==> src/glos_pkg.sv <==
// ----------------------------------------------------------------------------
// glos_pkg
// Shared widths, command codes and controller/datapath handshake structs
// for the grid line-of-sight core.
// ----------------------------------------------------------------------------
package glos_pkg;

   localparam int ROW_FIELD_W = 6;
   localparam int COL_FIELD_W = 8;
   localparam int COORD_W     = 8;   // internal coordinate width, rows widened
   localparam int DIFF_W      = COORD_W + 1;
   localparam int PROD_W      = 2 * COORD_W;
   localparam int SLOPE_W     = PROD_W + 1;
   localparam int FRAC_W      = PROD_W + 3;

   localparam int MAP_ROWS_DEFAULT = 64;
   localparam int MAP_COLS_DEFAULT = 256;

   localparam logic CMD_WRITE = 1'b0;
   localparam logic CMD_SIGHT = 1'b1;

   typedef struct packed {
      logic take;       // latch query endpoints
      logic wr;         // write one map cell
      logic prep;       // register deltas, axis and direction
      logic mul1;       // half = major * minor
      logic mul2;       // frac = minor * minor
      logic init;       // first step of the walk
      logic step;       // test cell on the major axis, advance
      logic diag;       // test the cell entered on the minor axis
      logic set_vis;
      logic vis_val;
      logic load_out;
   } glos_cmd_type;

   typedef struct packed {
      logic adjacent;
      logic at_end;
      logic gt;
      logic blocked;
   } glos_sts_type;

endpackage

==> src/glos_ctrl.sv <==
// ----------------------------------------------------------------------------
// glos_ctrl
// Sequencer: accepts transactions, steps the walk, owns the response valid.
// ----------------------------------------------------------------------------
module glos_ctrl (
   input  logic                   clock,
   input  logic                   reset,
   input  logic                   req_valid,
   input  logic                   req_command,
   output logic                   req_ready,
   output logic                   rsp_valid,
   input  logic                   rsp_ready,
   input  glos_pkg::glos_sts_type sts,
   output glos_pkg::glos_cmd_type cmd
);

   localparam logic [3:0] S_IDLE  = 4'd0;
   localparam logic [3:0] S_PREP  = 4'd1;
   localparam logic [3:0] S_MUL1  = 4'd2;
   localparam logic [3:0] S_MUL2  = 4'd3;
   localparam logic [3:0] S_INIT  = 4'd4;
   localparam logic [3:0] S_MAIN  = 4'd5;
   localparam logic [3:0] S_DIAG  = 4'd6;
   localparam logic [3:0] S_DRAIN = 4'd7;
   localparam logic [3:0] S_RESP  = 4'd8;

   logic [3:0] state_ff, state_in;
   logic       rsp_valid_ff, rsp_valid_in;

   assign req_ready = (state_ff == S_IDLE);

   always_comb begin
      cmd      = '0;
      state_in = state_ff;
      unique case (state_ff)
         S_IDLE: begin
            if (req_valid) begin
               if (req_command == glos_pkg::CMD_SIGHT) begin
                  cmd.take = 1'b1;
                  state_in = S_PREP;
               end else begin
                  cmd.wr = 1'b1;
               end
            end
         end
         S_PREP: begin
            cmd.prep = 1'b1;
            if (sts.adjacent) begin
               cmd.set_vis = 1'b1;
               cmd.vis_val = 1'b1;
               state_in    = S_RESP;
            end else begin
               state_in = S_MUL1;
            end
         end
         S_MUL1: begin
            cmd.mul1 = 1'b1;
            state_in = S_MUL2;
         end
         S_MUL2: begin
            cmd.mul2 = 1'b1;
            state_in = S_INIT;
         end
         S_INIT: begin
            cmd.init = 1'b1;
            state_in = S_MAIN;
         end
         S_MAIN: begin
            if (sts.blocked) begin
               cmd.set_vis = 1'b1;
               state_in    = S_RESP;
            end else if (sts.at_end) begin
               state_in = S_DRAIN;
            end else begin
               cmd.step = 1'b1;
               state_in = sts.gt ? S_DIAG : S_MAIN;
            end
         end
         S_DIAG: begin
            if (sts.blocked) begin
               cmd.set_vis = 1'b1;
               state_in    = S_RESP;
            end else begin
               cmd.diag = 1'b1;
               state_in = S_MAIN;
            end
         end
         S_DRAIN: begin
            cmd.set_vis = 1'b1;
            cmd.vis_val = !sts.blocked;
            state_in    = S_RESP;
         end
         S_RESP: begin
            if (!rsp_valid_ff || rsp_ready) begin
               cmd.load_out = 1'b1;
               state_in     = S_IDLE;
            end
         end
         default: state_in = S_IDLE;
      endcase
   end

   assign rsp_valid_in = cmd.load_out || (rsp_valid_ff && !rsp_ready);
   assign rsp_valid    = rsp_valid_ff;

   always_ff @(posedge clock) begin
      if (reset) begin
         state_ff     <= S_IDLE;
         rsp_valid_ff <= 1'b0;
      end else begin
         state_ff     <= state_in;
         rsp_valid_ff <= rsp_valid_in;
      end
   end

endmodule

==> config.mk <==
export PLATFORM = sky130hd
export DESIGN_NAME = glos_ctrl
export DESIGN_NICKNAME = d
export VERILOG_FILES = /design/src/glos_pkg.sv /design/src/glos_ctrl.sv
export SDC_FILE = /design/constraint.sdc
export NUM_CORES = 1
export LEC_CHECK = 0
export BUFFER_PORTS_ARGS = -buffer_cell sky130_fd_sc_hd__buf_2
export CAP_MARGIN = 5
export CELL_PAD_IN_SITES_DETAIL_PLACEMENT = 0
export CELL_PAD_IN_SITES_GLOBAL_PLACEMENT = 2
export CORE_MARGIN = 10
export CORE_UTILIZATION = 24
export CTS_CLUSTER_DIAMETER = 60
export CTS_CLUSTER_SIZE = 16
export DETAILED_ROUTE_END_ITERATION = 12
export PLACE_DENSITY_LB_ADDON = 0.1
export SLEW_MARGIN = 20
export SYNTH_ARGS = -nofsm -noshare
export SYNTH_HDL_FRONTEND = slang
export SYNTH_SLANG_ARGS = --single-unit
export TNS_END_PERCENT = 20
==> constraint.sdc <==
create_clock -name clock -period 3 [get_ports clock]
set_input_delay 0.6 -clock clock [delete_from_list [all_inputs] [get_ports clock]]
set_output_delay 0.6 -clock clock [all_outputs]
set_load 0.05 [all_outputs]
==> metrics <==
Reg area=100.1 um2; slew margin rel.=0.6643; Async S/R FF share, synth=0; Remaining DRCs=0; CTS buffer count=3; clk_lat worst skew=240 ps; fin area=566.8 um2; GR Util met3=0.03357; CP max FO=11; final hold viol count=0; Ys Warns=0; Final ANT Viol Nets=0; maxcap violations=0; Fmax=432.4 MHz; setup ws final=687.5 ps; Starting Density=0.2573; #FFs+latches synth=5; clock skew=0.6515 ps; drt total wl=1.278 mm; IO buf count=21; clk buf depth=2; ys flop type=dfxtp_1; Seq/Total Area, Yosys=0.2228; worst path bufs/invs=1; DRT Pass-1 Iters=3; worst slack, placed=779.7 ps; clk root buf=clkbuf_4; syn_nets=65; Die Y-Extent=63.26 um; hold_buf cts=0; dominant cell by count in the synthesized netlist=nor2_1; GRT overflow=0; final cycle utilization of the critical path=0.7708; wire per inst=12.53 um; critical path launch point type=flip-flop; CTS resizes=0; status=finished clean; area occupied by multi-input gates=289.0 um2; hold wc startpoint=reset; WP data required=2400 ps; Slowest-stage cell, CP=dfxtp_1; Crit path max-delay family=flip-flops; Post-Synthesis Cells=56; CTS tree=yes; count of final setup violators=0; gpl congestion=0.7007; vias in the first global route=471; max-slew violation count=0; Setup TNS Final=0 ps; min Tclk post-route=2313 ps; Post-Synthesis Cell Area=449.2 um2; placed inst area=540.5 um2; Nets=87; Critical Path Start=state_ff[0]$_SDFFE_PP0P_; Post-synth EDFFs=0; number of setup buffers added after CTS=0; r2r setup slk=1690 ps; Unique masters post-synth=29; vias post-DR=473; Site Rows=15; worst vdd ir=0.1696 mV; Die W=63.26 um; WP data arrival=1710 ps; CTS sink count=5; DIE AREA=0.004002 mm2; Post-DP HPWL=1.022 mm; IO Pins=22; Synth area leader=dfxtp_1; Setup Crit Path Kind=flip-flop to primary output; GRT busiest layer=met2; Syn-to-layout area delta=26.18%; Total GRT Usage=0.06693; FILL cells=210; H-tree levels=1; first-pass GRT wire length=2.208 mm; RSZ-0062 raised after global routing=false; R2R Path Start=state_ff[0]$_SDFFE_PP0P_; n_diodes=0; synth cell count leaders=nor2_1 (6), dfxtp_1 (5), nand2_1 (5); Slowest Stage Delay on Critical Path=620 ps; initial antenna violation count=0; overall power consumption=272.7 uW; Synth area leaders=dfxtp_1 (22%), buf_6 (10%), nor2_1 (5.0%); Pleak=0.0002613 uW; hold slack=562.2 ps; via/cell ratio=4.637; met1 Use GR=0.08456; share of the synthesized area in the top cell type=0.2228; fraction of layout cells with a size suffix above 1=0.3896; CP Capture Type=primary output; PD cells=481.2 mW/mm2; CTS clk-pin slew, worst paths=40 ps; met2 Resource Use GR=0.09010; crit path cell chain=nand2b_4 -> or3_1 -> nor2_1 -> buf_2; Worst-Margin Slew=502.8 ps; largest net degree at the start of global routing=14; Core Box Area=0.001745 mm2; initial DRC count=8; Hold Crit Class=primary input to flip-flop; Avg Inst Size Synth=8.021 um2
area by class of cell:
cell class                 count  share of cell area
multi-input combinational     43              0.5099
timing repair buffer          21              0.1854
sequential                     5              0.1766
tap                           25             0.05519
clock buffer                   4             0.04636
inverter                       4             0.02649
path summary, 6_finish.rpt:
path                                                 end  cells past startpoint
worst max-delay path                              cmd[4]                      4
worst min-delay path                rsp_valid$_SDFF_PP0_                      2
worst max register to register  state_ff[1]$_SDFFE_PP0P_                      3
worst min register to register      rsp_valid$_SDFF_PP0_                      3
cells in the final DEF (no fill, tap or decap):
| master | synthesis | routed |
|---|---|---|
| nor3_1 | 3 | 3 |
| o21a_1 | 1 | 1 |
| nand2b_4 | 1 | 1 |
| and3_1 | 1 | 1 |
| nand3_1 | 1 | 1 |
| nor4_4 | 1 | 1 |
| a21oi_2 | 1 | 1 |
| a2bb2oi_1 | 1 | 1 |
| buf_2 | 0 | 21 |
| o21bai_1 | 1 | 1 |
| or3_1 | 2 | 2 |
| nand2b_1 | 1 | 1 |
| clkbuf_1 | 0 | 1 |
| a21oi_1 | 4 | 4 |
| nor3b_2 | 1 | 1 |
| nor2b_1 | 2 | 2 |
| clkbuf_4 | 0 | 3 |
| nor4_1 | 1 | 1 |
| a311oi_1 | 1 | 1 |
| nand2_1 | 5 | 5 |
| and2_1 | 1 | 1 |
| inv_1 | 4 | 4 |
| or2b_1 | 1 | 1 |
| a2111oi_2 | 1 | 1 |
| or2_1 | 1 | 1 |
| nor2_1 | 6 | 6 |
| nand3b_1 | 1 | 1 |
| o22ai_1 | 2 | 2 |
| maj3_2 | 1 | 1 |
| o32ai_1 | 1 | 1 |
| dfxtp_1 | 5 | 5 |
power breakdown:
group / switching (uW) / internal, uW
Clock: 26.9 / 50.2
Combinational: 74.8 / 35.0
Sequential: 14.6 / 71.1
flip-flops by register name (all words and copies together), names as in the netlist:
register   count
state_ff       4
rsp_valid      1
per-stage QoR:
step                utilization  std cells
global route             0.3247        102
global placement         0.3097         98
floorplan                     -         56
finish                   0.3247        102
detailed placement       0.3097         98
CTS                      0.3247        102
kinds of logic after synthesis:
| family | count (synthesis) | synth area share |
|---|---|---|
| adders and majority gates | 1 | 0.02507 |
| and+or+nand+nor | 29 | 0.4011 |
| AOI/OAI and AO/OA | 13 | 0.2173 |
| buffers and inverters | 8 | 0.1337 |
| DFF | 5 | 0.2229 |
layer usage:
metal,part of all wire,routed length [um]
met3,0.073,93
met5,0,0
met2,0.40,512
met1,0.51,651
met4,0.016,21
(Power assumes the default switching activity.)
